File: src/design/fgda_pkg.sv
package fgda_pkg;

    // default field widths
    localparam int COORD_WIDTH_DEF = 24;
    localparam int COUNT_WIDTH_DEF = 20;
    localparam int ID_WIDTH_DEF    = 16;

    // slice width of the cross-product multipliers
    localparam int CHUNK_WIDTH = 32;

    // depth of the queue between front and back
    localparam int QUEUE_DEPTH = 2;

    // configuration register indexes
    localparam int CFG_INDEX_WIDTH = 2;
    localparam logic [CFG_INDEX_WIDTH-1:0] REG_ROBOT_X = 2'd0;
    localparam logic [CFG_INDEX_WIDTH-1:0] REG_ROBOT_Y = 2'd1;
    localparam logic [CFG_INDEX_WIDTH-1:0] REG_ROBOT_Z = 2'd2;

    // queue entry: ids, count, count squared, distance squared, last flag
    function automatic int entry_width(input int cw, input int nw, input int iw);
        return 2 * iw + 3 * nw + 2 * cw + 3;
    endfunction

endpackage

File: src/design/fgda_queue.sv
module fgda_queue
    import fgda_pkg::*;
#(
    parameter int WIDTH = 8,
    parameter int DEPTH = QUEUE_DEPTH
)
(
    input  logic             clk,
    input  logic             rst_n,
    input  logic             push,
    input  logic [WIDTH-1:0] wr_data,
    input  logic             pop,
    output logic [WIDTH-1:0] rd_data,
    output logic             full,
    output logic             empty
);

    localparam int PTR_W = $clog2(DEPTH);
    localparam int CNT_W = $clog2(DEPTH + 1);

    logic [WIDTH-1:0] mem_reg [DEPTH];
    logic [PTR_W-1:0] wr_ptr_reg;
    logic [PTR_W-1:0] rd_ptr_reg;
    logic [CNT_W-1:0] fill_reg;

    assign full    = (fill_reg == CNT_W'(DEPTH));
    assign empty   = (fill_reg == '0);
    assign rd_data = mem_reg[rd_ptr_reg];

    // pointers and fill level
    always_ff @(posedge clk or negedge rst_n)
    begin
        if (!rst_n)
        begin
            wr_ptr_reg <= '0;
            rd_ptr_reg <= '0;
            fill_reg   <= '0;
        end
        else
        begin
            if (push)
            begin
                wr_ptr_reg <= (wr_ptr_reg == PTR_W'(DEPTH - 1)) ? '0 : wr_ptr_reg + 1'b1;
            end
            if (pop)
            begin
                rd_ptr_reg <= (rd_ptr_reg == PTR_W'(DEPTH - 1)) ? '0 : rd_ptr_reg + 1'b1;
            end
            if (push && !pop)
            begin
                fill_reg <= fill_reg + 1'b1;
            end
            else if (pop && !push)
            begin
                fill_reg <= fill_reg - 1'b1;
            end
        end
    end

    // entry storage
    always_ff @(posedge clk)
    begin
        if (push)
        begin
            mem_reg[wr_ptr_reg] <= wr_data;
        end
    end

endmodule

File: config.mk
export PLATFORM = sky130hd
export DESIGN_NAME = fgda_queue
export DESIGN_NICKNAME = d
export VERILOG_FILES = /design/src/design/fgda_pkg.sv /design/src/design/fgda_queue.sv
export SDC_FILE = /design/constraint.sdc
export NUM_CORES = 1
export LEC_CHECK = 0
export ABC_AREA = 0
export BUFFER_PORTS_ARGS = -buffer_cell sky130_fd_sc_hd__buf_4
export CAP_MARGIN = 15
export CORE_ASPECT_RATIO = 1.1
export CORE_UTILIZATION = 48
export DETAILED_ROUTE_END_ITERATION = 8
export GPL_ROUTABILITY_DRIVEN = 0
export PLACE_DENSITY = 0.78
export SKIP_CTS_REPAIR_TIMING = 1
export SYNTH_ARGS = -nofsm -noshare
export SYNTH_HDL_FRONTEND = slang
export SYNTH_SLANG_ARGS = --single-unit
File: constraint.sdc
create_clock -name clk -period 1.6 [get_ports clk]
set_input_delay 0.08 -clock clk [delete_from_list [all_inputs] [get_ports clk]]
set_output_delay 0.08 -clock clk [all_outputs]
set_load 0.005 [all_outputs]
==> results.cfg, run 1 <==
[sta]
setup_tns_ns = 0
fin_crit_sh_pct = 92.72
fmax_mhz = 674.1
fin_skew_ns = 0.001899
maxSlewHeadroom_pct = 74.33
period_needed_ns = 1.484
grt_setup_unrepaired = false
hold_viol = 0
setup-violations-final = 0
slew_violations = 0
worstMarginPinSlew_ns = 0.3850

[finish]
register_area_um2 = 580.6
fin_nets = 91
largest_reg_flops = 16
multi_input_area_um2 = 175.2
final_area_um2 = 1077
fin_util_pct = 75.00
drive_above_1_share_pct = 44.74
area_delta_synth_final_pct = 39.77
diodes = 0
n_fill_cell = 101

[cts]
cts.sinks = 20
clock_latency_ns = 0.29
cts-root-buf = clkbuf_4
clkTransAtPathRegs_ns = 0.10
clock_path_buffers = 2
cts_tree = done
h-tree-depth = 1
numCtsBuffers = 3

[worst_setup_path]
r2r-end = mem_reg[1][3]
start_kind = register
cp.arrival_ns = 1.40
cp_max_fo = 9
path_delay_family = flip-flops
cp_cell_sequence = mux2_2, buf_4
crit_buf_inv = 1
reg2reg_depth = 1
crit_slowest_cell = dfrtp_1
path_class = register to output port
r2r_setup_slack_ns = 0.52
critPathRequiredTime_ns = 1.52
endpoint_kind = output port
reg2reg_from = wr_ptr_reg
slowest_delay_ns = 0.59

[floorplanning]
io_pins = 22
die_height_um = 44.03
core_area_um2 = 1436
start_util_pct = 53.66
fp.dieW_um = 40.21
row_count = 14
fp.dieArea_um2 = 1770

[power]
power_density_nw_per_um2 = 1404
combPwrFrac_pct = 32.0
internal_power_mw = 1.110
power_switching_mw = 0.4024
seqPwrFrac_pct = 53.4
switching_share_pct = 26.61
clockPowerShare_pct = 14.7
p_leak_nw = 0.4425
ir_drop_uv = 897.0

[drt]
top_layer = met4
route.met3.wl_um = 55
drt_pass1_iterations = 2
wl_met2_um = 651
finalWirelength_um = 1295
via_per_inst = 4.837
wl_per_cell_um = 14.08
drt_iter0_drc = 11
wl_met1_um = 561
ant_nets = 0
vias = 445
drc = 0

[global_route]
grt_pass1_wl_um = 1800
grtUsageTotal_pct = 16.36
grt_pass1_vias = 394
grt.overflow.total = 0
antenna_found_initial = 0
grt_max_degree = 11

[job]
maxCapViolations = 0

[hold_path]
min_path_type = input port to async pin

[synth]
ys_ff_latch = 20
syn_area_per_cell_um2 = 18.80
synth_top_area_share_pct = 62.34
synth_top_cell_by_area = edfxtp_1
ys_seq_area_share_pct = 75.32
ys_warn_count = 0
syn-cell-area_um2 = 770.7
synth_cell_types = 12
syn-num-nets = 54
syn-instance-count = 41
synthTopCellsByArea = edfxtp_1 62%, dfrtp_1 13%, mux2_2 12%, xor2_1 4.5%, ha_1 1.6%

[placed_design]
port_buffers = 21
dpl.hpwl_um = 895.9
place_area_um2 = 944.7

[status]
status = completed
metrics by stage:
stage / worst slack (ns) / power, mW / cells / hold WS (ns)
global placement: 0.4612 / 1.263 / 78 / -0.1195
floorplan: 0.4383 / 1.059 / 41 / -0.2156
finish: 0.1165 / 1.512 / 92 / 0.1291
detailed placement: 0.4392 / 1.285 / 78 / -0.1189
global route: 0.05349 / 1.600 / 92 / 0.1189
CTS: 0.09926 / 1.507 / 81 / -0.4401
power groups by stage:
stage | logic (mW) | registers, mW | clock network, mW
6_report | 0.483 | 0.807 | 0.222
5_1_grt | 0.526 | 0.827 | 0.247
4_1_cts | 0.469 | 0.810 | 0.227
3_5_place_dp | 0.464 | 0.820 | 0
3_3_place_gp | 0.453 | 0.811 | 0
2_1_floorplan | 0.295 | 0.764 | 0
layout make-up:
class | instances | area share, %
flip-flops and latches | 20 | 53.89
repair buffers | 33 | 25.55
well taps | 16 | 1.858
multi-input cells | 19 | 16.26
inverters | 1 | 0.3484
clock buffers | 3 | 2.091
cell usage after synthesis:
master	n
and2b_2	1
ha_1	1
buf_6	1
dfrtp_1	4
xnor2_1	1
edfxtp_1	16
and2_1	1
nor2_1	2
inv_1	1
xor2_1	4
nor2b_1	1
mux2_2	8
routing by layer:
metal  vias up  global-route usage [%]
met2        17                   24.84
li1        216                       -
met1       208                   20.43
met5         -                       0
met4         0                   10.00
met3         4                   4.523
logic make-up (layout without fill, tap and decap cells):
logic type               count (synthesis)  in the layout  share of synthesized area (%)
AND/OR/NAND/NOR                          5              5                          3.735
flip-flops                              20             20                          75.33
multiplexers                             8              8                          11.69
buffers and inverters                    2             37                          1.947
XOR/XNOR                                 5              5                          5.682
adder cells (fa/ha/maj)                  1              1                          1.623
how the worst max path moves through the flow:
stage          slack [ns]  cells after the start             to       start
2_1_floorplan        0.44                      1  mem_reg[0][0]  wr_ptr_reg
3_3_place_gp         0.46                      2     rd_data[5]  rd_ptr_reg
3_5_place_dp         0.44                      2     rd_data[0]  rd_ptr_reg
4_1_cts               0.1                      2     rd_data[0]  rd_ptr_reg
5_1_grt              0.05                      2     rd_data[5]  rd_ptr_reg
6_report             0.12                      2     rd_data[5]  rd_ptr_reg
layout by cell type (no fill, tap or decap):
master         instances
clkbuf_4               3
nor2b_1                1
mux2_2                 8
dfrtp_1                4
ha_1                   1
edfxtp_1              16
inv_1                  1
xor2_1                 4
buf_4                 22
nor2_1                 2
and2_1                 1
xnor2_1                1
dlygate4sd3_1         11
and2b_2                1
(Power assumes the default switching activity.)
==> run 2, diff against run 1 <==
REMOVE_ABC_BUFFERS = 1   (was not set)
==> results.cfg, run 2 (same netlist as run 1, synthesis figures left out) <==
[cts]
cts.sinks = 20
clkTransAtPathRegs_ns = 0.12
clock_latency_ns = 0.30
clock_path_buffers = 2
cts-root-buf = clkbuf_4
cts_tree = done
numCtsBuffers = 3
h-tree-depth = 1

[global_route]
grtUsageTotal_pct = 15.87
grt_use_met3_pct = 4.523
grt_max_degree = 13
grt_use_met2_pct = 27.10
grt_pass1_vias = 420
grt-busiest-layer = met2
grt.overflow.total = 0
grt_pass1_wl_um = 1787
met1_usage_pct = 18.41
antenna_found_initial = 0

[drt]
finalWirelength_um = 1333
via_per_inst = 4.871
drt_pass1_iterations = 2
drc = 0
drt_iter0_drc = 7
wl_per_cell_um = 14.33
vias = 453
ant_nets = 0

[floorplanning]
fp.dieW_um = 40.21
fp.dieArea_um2 = 1770
start_util_pct = 53.66
die_height_um = 44.03
row_count = 14
core_area_um2 = 1436
io_pins = 22

[power]
internal_power_mw = 1.275
seqPwrFrac_pct = 47.8
power_switching_mw = 0.4150
power_density_nw_per_um2 = 1527
switching_share_pct = 24.55
ir_drop_uv = 997.2
combPwrFrac_pct = 28.4
clockPowerShare_pct = 23.8
p_leak_nw = 0.4566

[sta]
period_needed_ns = 1.464
setup-violations-final = 0
fin_crit_sh_pct = 91.50
fmax_mhz = 683.1
grt_setup_unrepaired = false
worstMarginPinSlew_ns = 0.3678
hold_viol = 0
holdWs_ns = 0.1026
maxSlewHeadroom_pct = 75.48
setup_tns_ns = 0
fin_skew_ns = 0.01191
slew_violations = 0

[finish]
multi_input_area_um2 = 175.2
n_fill_cell = 88
largest_reg_flops = 16
drive_above_1_share_pct = 45.45
fin_nets = 91
final_common_cell = buf_4
diodes = 0
register_area_um2 = 580.6
area_delta_synth_final_pct = 43.67
final_cell_mix = 22 x buf_4, 16 x edfxtp_1, 11 x dlygate4sd3_1

[worst_setup_path]
crit_buf_inv = 1
endpoint_kind = output port
path_class = register to output port
crit_slowest_cell = dfrtp_1
slowest_delay_ns = 0.57
start_kind = register
cp_cell_sequence = mux2_2, buf_4
cp.arrival_ns = 1.38
path_delay_family = flip-flops
critPathRequiredTime_ns = 1.52
cp_max_fo = 9

[placed_design]
port_buffers = 21
dpl.hpwl_um = 909.3

[status]
status = completed

[job]
maxCapViolations = 0

[hold_path]
min_path_type = input port to async pin
## run 2: cell types whose count changed in the layout (fill, tap and decap cells not counted), sizes merged
cell / delta
bufinv: +1
## run 2: power by group through the flow
stage / registers [mW] / clock network [mW] / logic (mW)
final: 0.808 / 0.403 / 0.479
after global routing: 0.828 / 0.427 / 0.526
after CTS: 0.810 / 0.403 / 0.463
after detailed placement: 0.822 / 0 / 0.461
after global placement: 0.811 / 0 / 0.454
after floorplan: 0.791 / 0 / 0.238
## run 2: layout make-up
class / instances / area share, %
inverters: 1 / 0.3390
repair buffers: 33 / 24.86
multi-input cells: 19 / 15.82
flip-flops and latches: 20 / 52.43
clock buffers: 3 / 2.034
clock inverters: 1 / 2.712
well taps: 16 / 1.808
## run 2: per-layer routing
metal  routed length, µm  vias to the layer above  part of all wire (%)
met1                 551                      218                    41
met3                  39                        2                   2.9
met4                  10                        0                  0.75
met2                 732                       14                    55
met5                   0                        -                     0
li1                    -                      219                     -
## run 2: path summary, 6_finish.rpt
kind                            slack [ns]             to   startpoint  cells after the start
min in group clk                      0.49    fill_reg[1]  fill_reg[1]                      1
max in group asynchronous             1.39     rd_ptr_reg        rst_n                      2
worst min register to register        0.49    fill_reg[1]  fill_reg[1]                      1
worst max-delay path                  0.14     rd_data[4]   rd_ptr_reg                      2
worst min-delay path                  0.10     wr_ptr_reg        rst_n                      2
worst max register to register        0.51  mem_reg[1][3]   wr_ptr_reg                      1
## run 2: metrics by stage
stage | power (mW) | cells | util (%) | setup WS (ns) | area [µm²]
finish | 1.690 | 93 | 77.09 | 0.1360 | 1107
global route | 1.781 | 93 | 77.09 | 0.06831 | 1107
CTS | 1.676 | 82 | 69.43 | 0.1127 | 997.2
detailed placement | 1.283 | 78 | 65.77 | 0.4441 | 944.7
global placement | 1.265 | 78 | 65.77 | 0.4581 | 944.7
floorplan | 1.029 | 40 | - | 0.4383 | 759.5
