File: config.mk
export PLATFORM = sky130hd
export DESIGN_NAME = fgda_front
export DESIGN_NICKNAME = d
export VERILOG_FILES = /design/src/design/fgda_pkg.sv /design/src/design/fgda_front.sv
export SDC_FILE = /design/constraint.sdc
export NUM_CORES = 2
export LEC_CHECK = 0
export ABC_CLOCK_PERIOD_IN_PS = 23300
export BUFFER_PORTS_ARGS = -buffer_cell sky130_fd_sc_hd__buf_2
export CORE_MARGIN = 2
export CORE_UTILIZATION = 65
export DETAILED_ROUTE_END_ITERATION = 8
export PLACE_DENSITY = 0.81
export SLEW_MARGIN = 20
export SYNTH_ARGS = -nofsm -noshare
export SYNTH_HDL_FRONTEND = slang
export SYNTH_SLANG_ARGS = --single-unit
export TNS_END_PERCENT = 1
File: constraint.sdc
create_clock -name clk -period 23.3 [get_ports clk]
set_input_delay 1.165 -clock clk [delete_from_list [all_inputs] [get_ports clk]]
set_output_delay 1.165 -clock clk [all_outputs]
set_load 0.1 [all_outputs]
File: src/design/fgda_pkg.sv
package fgda_pkg;

    // default field widths
    localparam int COORD_WIDTH_DEF = 24;
    localparam int COUNT_WIDTH_DEF = 20;
    localparam int ID_WIDTH_DEF    = 16;

    // slice width of the cross-product multipliers
    localparam int CHUNK_WIDTH = 32;

    // depth of the queue between front and back
    localparam int QUEUE_DEPTH = 2;

    // configuration register indexes
    localparam int CFG_INDEX_WIDTH = 2;
    localparam logic [CFG_INDEX_WIDTH-1:0] REG_ROBOT_X = 2'd0;
    localparam logic [CFG_INDEX_WIDTH-1:0] REG_ROBOT_Y = 2'd1;
    localparam logic [CFG_INDEX_WIDTH-1:0] REG_ROBOT_Z = 2'd2;

    // queue entry: ids, count, count squared, distance squared, last flag
    function automatic int entry_width(input int cw, input int nw, input int iw);
        return 2 * iw + 3 * nw + 2 * cw + 3;
    endfunction

endpackage

File: src/design/fgda_front.sv
module fgda_front
    import fgda_pkg::*;
#(
    parameter int COORD_WIDTH = COORD_WIDTH_DEF,
    parameter int COUNT_WIDTH = COUNT_WIDTH_DEF,
    parameter int ID_WIDTH    = ID_WIDTH_DEF
)
(
    input  logic                                                 clk,
    input  logic                                                 rst_n,
    input  logic                                                 in_valid,
    output logic                                                 in_stall,
    input  logic [ID_WIDTH-1:0]                                  submap_id,
    input  logic [ID_WIDTH-1:0]                                  frontier_idx,
    input  logic signed [COORD_WIDTH-1:0]                        centroid_x,
    input  logic signed [COORD_WIDTH-1:0]                        centroid_y,
    input  logic signed [COORD_WIDTH-1:0]                        centroid_z,
    input  logic [COUNT_WIDTH-1:0]                               point_count,
    input  logic                                                 last_item,
    input  logic signed [COORD_WIDTH-1:0]                        robot_x,
    input  logic signed [COORD_WIDTH-1:0]                        robot_y,
    input  logic signed [COORD_WIDTH-1:0]                        robot_z,
    input  logic                                                 q_full,
    output logic                                                 q_push,
    output logic [entry_width(COORD_WIDTH, COUNT_WIDTH, ID_WIDTH)-1:0] q_data
);

    localparam int SQ_W  = 2 * COORD_WIDTH;
    localparam int DW    = 2 * COORD_WIDTH + 2;
    localparam int CSQ_W = 2 * COUNT_WIDTH;

    localparam logic [1:0] F_IDLE = 2'd0;
    localparam logic [1:0] F_DIFF = 2'd1;
    localparam logic [1:0] F_SQ   = 2'd2;
    localparam logic [1:0] F_SUM  = 2'd3;

    logic [1:0]                    state_reg;
    logic [1:0]                    state_next;
    logic                          accept;

    logic [ID_WIDTH-1:0]           sub_reg;
    logic [ID_WIDTH-1:0]           frt_reg;
    logic signed [COORD_WIDTH-1:0] cx_reg;
    logic signed [COORD_WIDTH-1:0] cy_reg;
    logic signed [COORD_WIDTH-1:0] cz_reg;
    logic [COUNT_WIDTH-1:0]        cnt_reg;
    logic                          last_reg;
    logic [COORD_WIDTH-1:0]        dx_reg;
    logic [COORD_WIDTH-1:0]        dy_reg;
    logic [COORD_WIDTH-1:0]        dz_reg;
    logic [SQ_W-1:0]               sqx_reg;
    logic [SQ_W-1:0]               sqy_reg;
    logic [SQ_W-1:0]               sqz_reg;
    logic [CSQ_W-1:0]              csq_reg;
    logic [DW-1:0]                 d2_sum;

    // magnitude of a signed difference, one bit wider before the fold
    function automatic logic [COORD_WIDTH-1:0] abs_diff(
        input logic signed [COORD_WIDTH-1:0] a,
        input logic signed [COORD_WIDTH-1:0] b
    );
        logic [COORD_WIDTH:0] d;
        logic [COORD_WIDTH:0] n;
        d = {a[COORD_WIDTH-1], a} - {b[COORD_WIDTH-1], b};
        n = -d;
        return d[COORD_WIDTH] ? n[COORD_WIDTH-1:0] : d[COORD_WIDTH-1:0];
    endfunction

    // handshake: take a record when idle, or while the previous one leaves
    assign in_stall = !((state_reg == F_IDLE) || ((state_reg == F_SUM) && !q_full));
    assign accept   = in_valid && !in_stall;
    assign q_push   = (state_reg == F_SUM) && !q_full;

    // squared distance of the record
    assign d2_sum = DW'(sqx_reg) + DW'(sqy_reg) + DW'(sqz_reg);
    assign q_data = {sub_reg, frt_reg, cnt_reg, csq_reg, d2_sum, last_reg};

    // sequencer
    always_comb
    begin
        state_next = state_reg;
        case (state_reg)
            F_IDLE:  if (accept) state_next = F_DIFF;
            F_DIFF:  state_next = F_SQ;
            F_SQ:    state_next = F_SUM;
            F_SUM:
            begin
                if (!q_full)
                begin
                    state_next = accept ? F_DIFF : F_IDLE;
                end
            end
            default: state_next = F_IDLE;
        endcase
    end

    always_ff @(posedge clk or negedge rst_n)
    begin
        if (!rst_n)
        begin
            state_reg <= F_IDLE;
        end
        else
        begin
            state_reg <= state_next;
        end
    end

    // record capture and arithmetic stages
    always_ff @(posedge clk)
    begin
        if (accept)
        begin
            sub_reg  <= submap_id;
            frt_reg  <= frontier_idx;
            cx_reg   <= centroid_x;
            cy_reg   <= centroid_y;
            cz_reg   <= centroid_z;
            cnt_reg  <= point_count;
            last_reg <= last_item;
        end
        if (state_reg == F_DIFF)
        begin
            dx_reg <= abs_diff(cx_reg, robot_x);
            dy_reg <= abs_diff(cy_reg, robot_y);
            dz_reg <= abs_diff(cz_reg, robot_z);
        end
        if (state_reg == F_SQ)
        begin
            sqx_reg <= {{COORD_WIDTH{1'b0}}, dx_reg} * {{COORD_WIDTH{1'b0}}, dx_reg};
            sqy_reg <= {{COORD_WIDTH{1'b0}}, dy_reg} * {{COORD_WIDTH{1'b0}}, dy_reg};
            sqz_reg <= {{COORD_WIDTH{1'b0}}, dz_reg} * {{COORD_WIDTH{1'b0}}, dz_reg};
            csq_reg <= {{COUNT_WIDTH{1'b0}}, cnt_reg} * {{COUNT_WIDTH{1'b0}}, cnt_reg};
        end
    end

endmodule

==> results <==
- The number of pins exceeding their max-slew limit in the final report was 0.
- The placeable core area is around 120000 µm².
- Counting the buffers created by CTS gives between 40 and 50.
- The via count of the first global-routing pass is a little over 60000.
- The unique cell type count in the Yosys netlist is between 90 and 100.
- The critical path goes through nand2_1 -> fa_1 -> inv_1 -> fa_1 -> fa_1 -> inv_1 -> fa_1 -> inv_1 -> fa_1 -> fa_1 -> inv_1 -> fa_1 -> inv_1 -> ha_1 -> and3_1 -> o21ai_0 -> a21oi_1 -> nand3_1 -> o21ai_0 -> o211ai_1 -> o311a_1 -> o21ai_0 -> a21boi_0 -> xnor2_1.
- Once detail routing completed, the nets flagged for antenna violations numbered 0.
- The worst hold path class is input port to async pin.
- Setup repair after global routing left no endpoint under its margin.
- The most common cell in the synthesized netlist is sky130_fd_sc_hd__inv_1.
- The number of hold buffers added after CTS is 0.
- The placer congestion estimate is 0.944.
- The post-synthesis average cell area is about 9.6 µm².
- On the final layout, the worst clock skew is approximately 0.021 ns.
- After the last flow step, the layout net total stands at roughly 11000.
- In this run, synthesis produced a sequential element count of between 300 and 400.
- The number of cell rows is 129.
- Buffers placed on the I/O ports in this run total 344.
- From left edge to right edge, the die measures 357 µm.
- The root buffer cell is sky130_fd_sc_hd__clkbuf_16.
- Compared with the post-synthesis result, the final layout area differs by 6.03%.
- The cell area that synthesis handed to floorplanning was slightly above 80000 µm².
- CTS built an H-tree with a depth of 2.
- For this run, the number of standard cells in the final layout without fillers is approximately 10000.
- After detailed routing, the number of vias per cell comes to roughly 5.6.
- The commonest cells after synthesis are sky130_fd_sc_hd__inv_1, sky130_fd_sc_hd__fa_1, sky130_fd_sc_hd__ha_1.
- The proportion of synthesized chip area in sequential cells is 0.140.
- Among all stages on the critical path, the largest delay is contributed by sky130_fd_sc_hd__edfxtp_1.
- The layout cell share with drive strength beyond 1 is 0.0606.
- The initial cell density of the core is 0.655.
- The final instance area is 86000 µm².
- The aggregate global routing overflow is 0.
- The worst endpoint required time is between 20 and 25 ns.
- The reported max-cap violation count is 0.
- The die is 357 µm tall.
- The initial antenna violation count came to 4.
- The cell that appears most often on the critical path is sky130_fd_sc_hd__fa_1.
- The maximum root-to-sink buffer count is 3.
- The routed layout has slightly below 60000 vias.
- In the routed design, unresolved DRC markers number 22.
- The final wirelength is between 150000 and 200000 µm.
- The total number of yosys warnings is 0.
- Of all flip-flops after synthesis, the portion carrying an async set or reset was 0.00528.
- The number of DRC markers after the initial detailed-route iteration is about 4500.
- The final-layout setup total negative slack is 0 ns.
- The clock-pin slew of the registers on the worst-case setup and hold paths is 0.06 ns.
- The tightest hold path in the finished design has a slack of just under 0.3 ns.
- Dividing the final minimum period by the clock period gives 0.364.
- The number of synthesized flops with an enable pin is 377.
- In this run the count of I/O pins placed on the die edge is roughly 350.
- The flow ran to the end, but the final reports show violations.
- Counting tap cells, the placed design contains a total of around 10000 instances.
- For the worst-skew pair, the clock arrives at the later sink with an insertion delay of 0.65 ns.
- The number of instances in the synthesized netlist is between 8000 and 9000.
- Dividing the detail-routed wire length by the instance count gives 18.3 µm.
- The worst setup path is of the register to register kind.
- The final reports fail on design-rule violations.
- The area of placed instances is around 84000 µm².
- The category of the worst setup path capture point is a register.
- The wire-length estimate of the detail-placed layout is around 160000 µm.
- Yosys attributes the largest share of cell area to sky130_fd_sc_hd__fa_1, sky130_fd_sc_hd__edfxtp_1, sky130_fd_sc_hd__ha_1.
- The number of hold violations in the final report is 0.
- At the worst endpoint, the arrival time is roughly 8.9 ns.
- The CTS tree is built.
- The transition time at the pin with the least slew margin is roughly 1.1 ns.
- The number of buffers added for setup after CTS is 0.
- The maximum number of pins on one net before global-route repair is 90.
- The post-cts repair resize count is 0.
- The final critical delay including setup and external delays is 8.48 ns.
- The setup violation total in the final timing report is 0.
- The first-pass iteration count of the detailed router is 9.
- The first global-routing pass estimated between 300000 and 400000 µm of wire.
- Counting every sink on the clock net gives 379.
- The predominant post-synthesis flop cell is sky130_fd_sc_hd__edfxtp_1.
- In the global route stage, overall resource usage came out at 0.307.
- The delay of the slowest cell on the worst path is 1.05 ns.
- The overall die area is about 130000 µm².
- The startpoint type of the worst setup path is a register.
- The dominant cell type by area after synthesis is sky130_fd_sc_hd__fa_1.
- The maximum clock rate is 118 MHz.
- The portion of synthesized cell area occupied by the leading cell type is 0.394.
- Of all nets on the critical path, the largest fanout is 25.
- The worst slew slack as a fraction of its limit is 0.260.
final timing paths:
path                               startpoint  cells past startpoint           end  slack [ns]
max in group asynchronous               rst_n                      1  state_reg[0]       22.91
min in group clk                centroid_z[2]                      1     cz_reg[2]        0.69
worst min-delay path                    rst_n                      1  state_reg[1]        0.30
worst min register to register   state_reg[1]                      2  state_reg[0]        0.76
worst max register to register      dx_reg[5]                     24   sqx_reg[42]       14.82
worst max-delay path                dx_reg[5]                     24   sqx_reg[42]       14.82
final cells by class:
type,instances,area (µm²)
Multi-Input combinational cell,5474,60100
Clock inverter,35,404
Tap cell,1637,2050
Timing Repair Buffer,391,2080
Sequential cell,379,11400
Fill cell,9287,37800
Antenna cell,3,7.51
Inverter,2340,8780
Clock buffer,50,1190
cells by family (layout without fill, tap and decap cells):
family	count (synthesis)	in the layout	share of synthesized area
flops	379	379	0.140
compound gates	922	922	0.0746
simple gates	1788	1788	0.109
mux	18	18	0.00236
xor+xnor	340	340	0.0367
buf+inv	2573	2816	0.119
fa+ha+maj	2402	2402	0.518
other cells	1	7	0.0000462
per-stage QoR:
step | setup slack [ns] | util
finish | 14.82 | 0.695
global route | 14.36 | 0.695
CTS | 14.91 | 0.695
detailed placement | 14.95 | 0.682
global placement | 15.12 | 0.682
floorplan | 13.66 | -
placed cells by master, fill, tap and decap left out, types with 11 or more instances in the layout:
cell	synthesis	routed
sky130_fd_sc_hd__inv_1	2340	2340
sky130_fd_sc_hd__fa_1	1598	1598
sky130_fd_sc_hd__ha_1	804	802
sky130_fd_sc_hd__nand2_1	680	680
sky130_fd_sc_hd__and2_1	450	450
sky130_fd_sc_hd__edfxtp_1	377	377
sky130_fd_sc_hd__buf_2	3	344
sky130_fd_sc_hd__a21oi_1	270	270
sky130_fd_sc_hd__nor2_1	256	255
sky130_fd_sc_hd__xnor2_1	227	227
sky130_fd_sc_hd__a21o_1	153	153
sky130_fd_sc_hd__o21ai_0	144	144
sky130_fd_sc_hd__xor2_1	113	113
sky130_fd_sc_hd__nand3_1	72	72
sky130_fd_sc_hd__nor3_1	61	61
sky130_fd_sc_hd__nor2b_1	54	54
sky130_fd_sc_hd__o21a_1	50	50
sky130_fd_sc_hd__clkbuf_16	0	47
sky130_fd_sc_hd__buf_4	2	46
sky130_fd_sc_hd__a31oi_1	41	40
sky130_fd_sc_hd__and3_1	37	37
sky130_fd_sc_hd__nand2b_1	37	37
sky130_fd_sc_hd__nand4_1	36	36
sky130_fd_sc_hd__o211ai_1	36	36
sky130_fd_sc_hd__o21bai_1	32	32
sky130_fd_sc_hd__or3_1	29	29
sky130_fd_sc_hd__a211oi_1	29	29
sky130_fd_sc_hd__or2_2	17	17
sky130_fd_sc_hd__o31ai_1	17	17
sky130_fd_sc_hd__a221oi_1	15	15
sky130_fd_sc_hd__nor3b_1	11	11
sky130_fd_sc_hd__a21boi_0	11	11
sky130_fd_sc_hd__nor4_1	11	11
per-layer routing:
layer / GRT usage / vias to the layer above / part of all wire
met2: 0.527 / 2297 / 0.50
met3: 0.0464 / 442 / 0.080
met1: 0.407 / 28800 / 0.39
met5: 0 / - / 0.00011
li1: - / 26100 / -
met4: 0.0914 / 2 / 0.032
worst max-delay path: cells and delay by family, from the launching register on:
| family | cells | cell delay [ns] |
|---|---|---|
| compound gates | 7 | 2.14 |
| flops | 1 | 1.05 |
| buf+inv | 5 | 0.27 |
| simple gates | 3 | 0.62 |
| xor+xnor | 1 | 0.17 |
| fa+ha+maj | 8 | 3.99 |
Power is not shown: default switching activity piles up to over one toggle a cycle in this logic, so the estimate is an artifact.
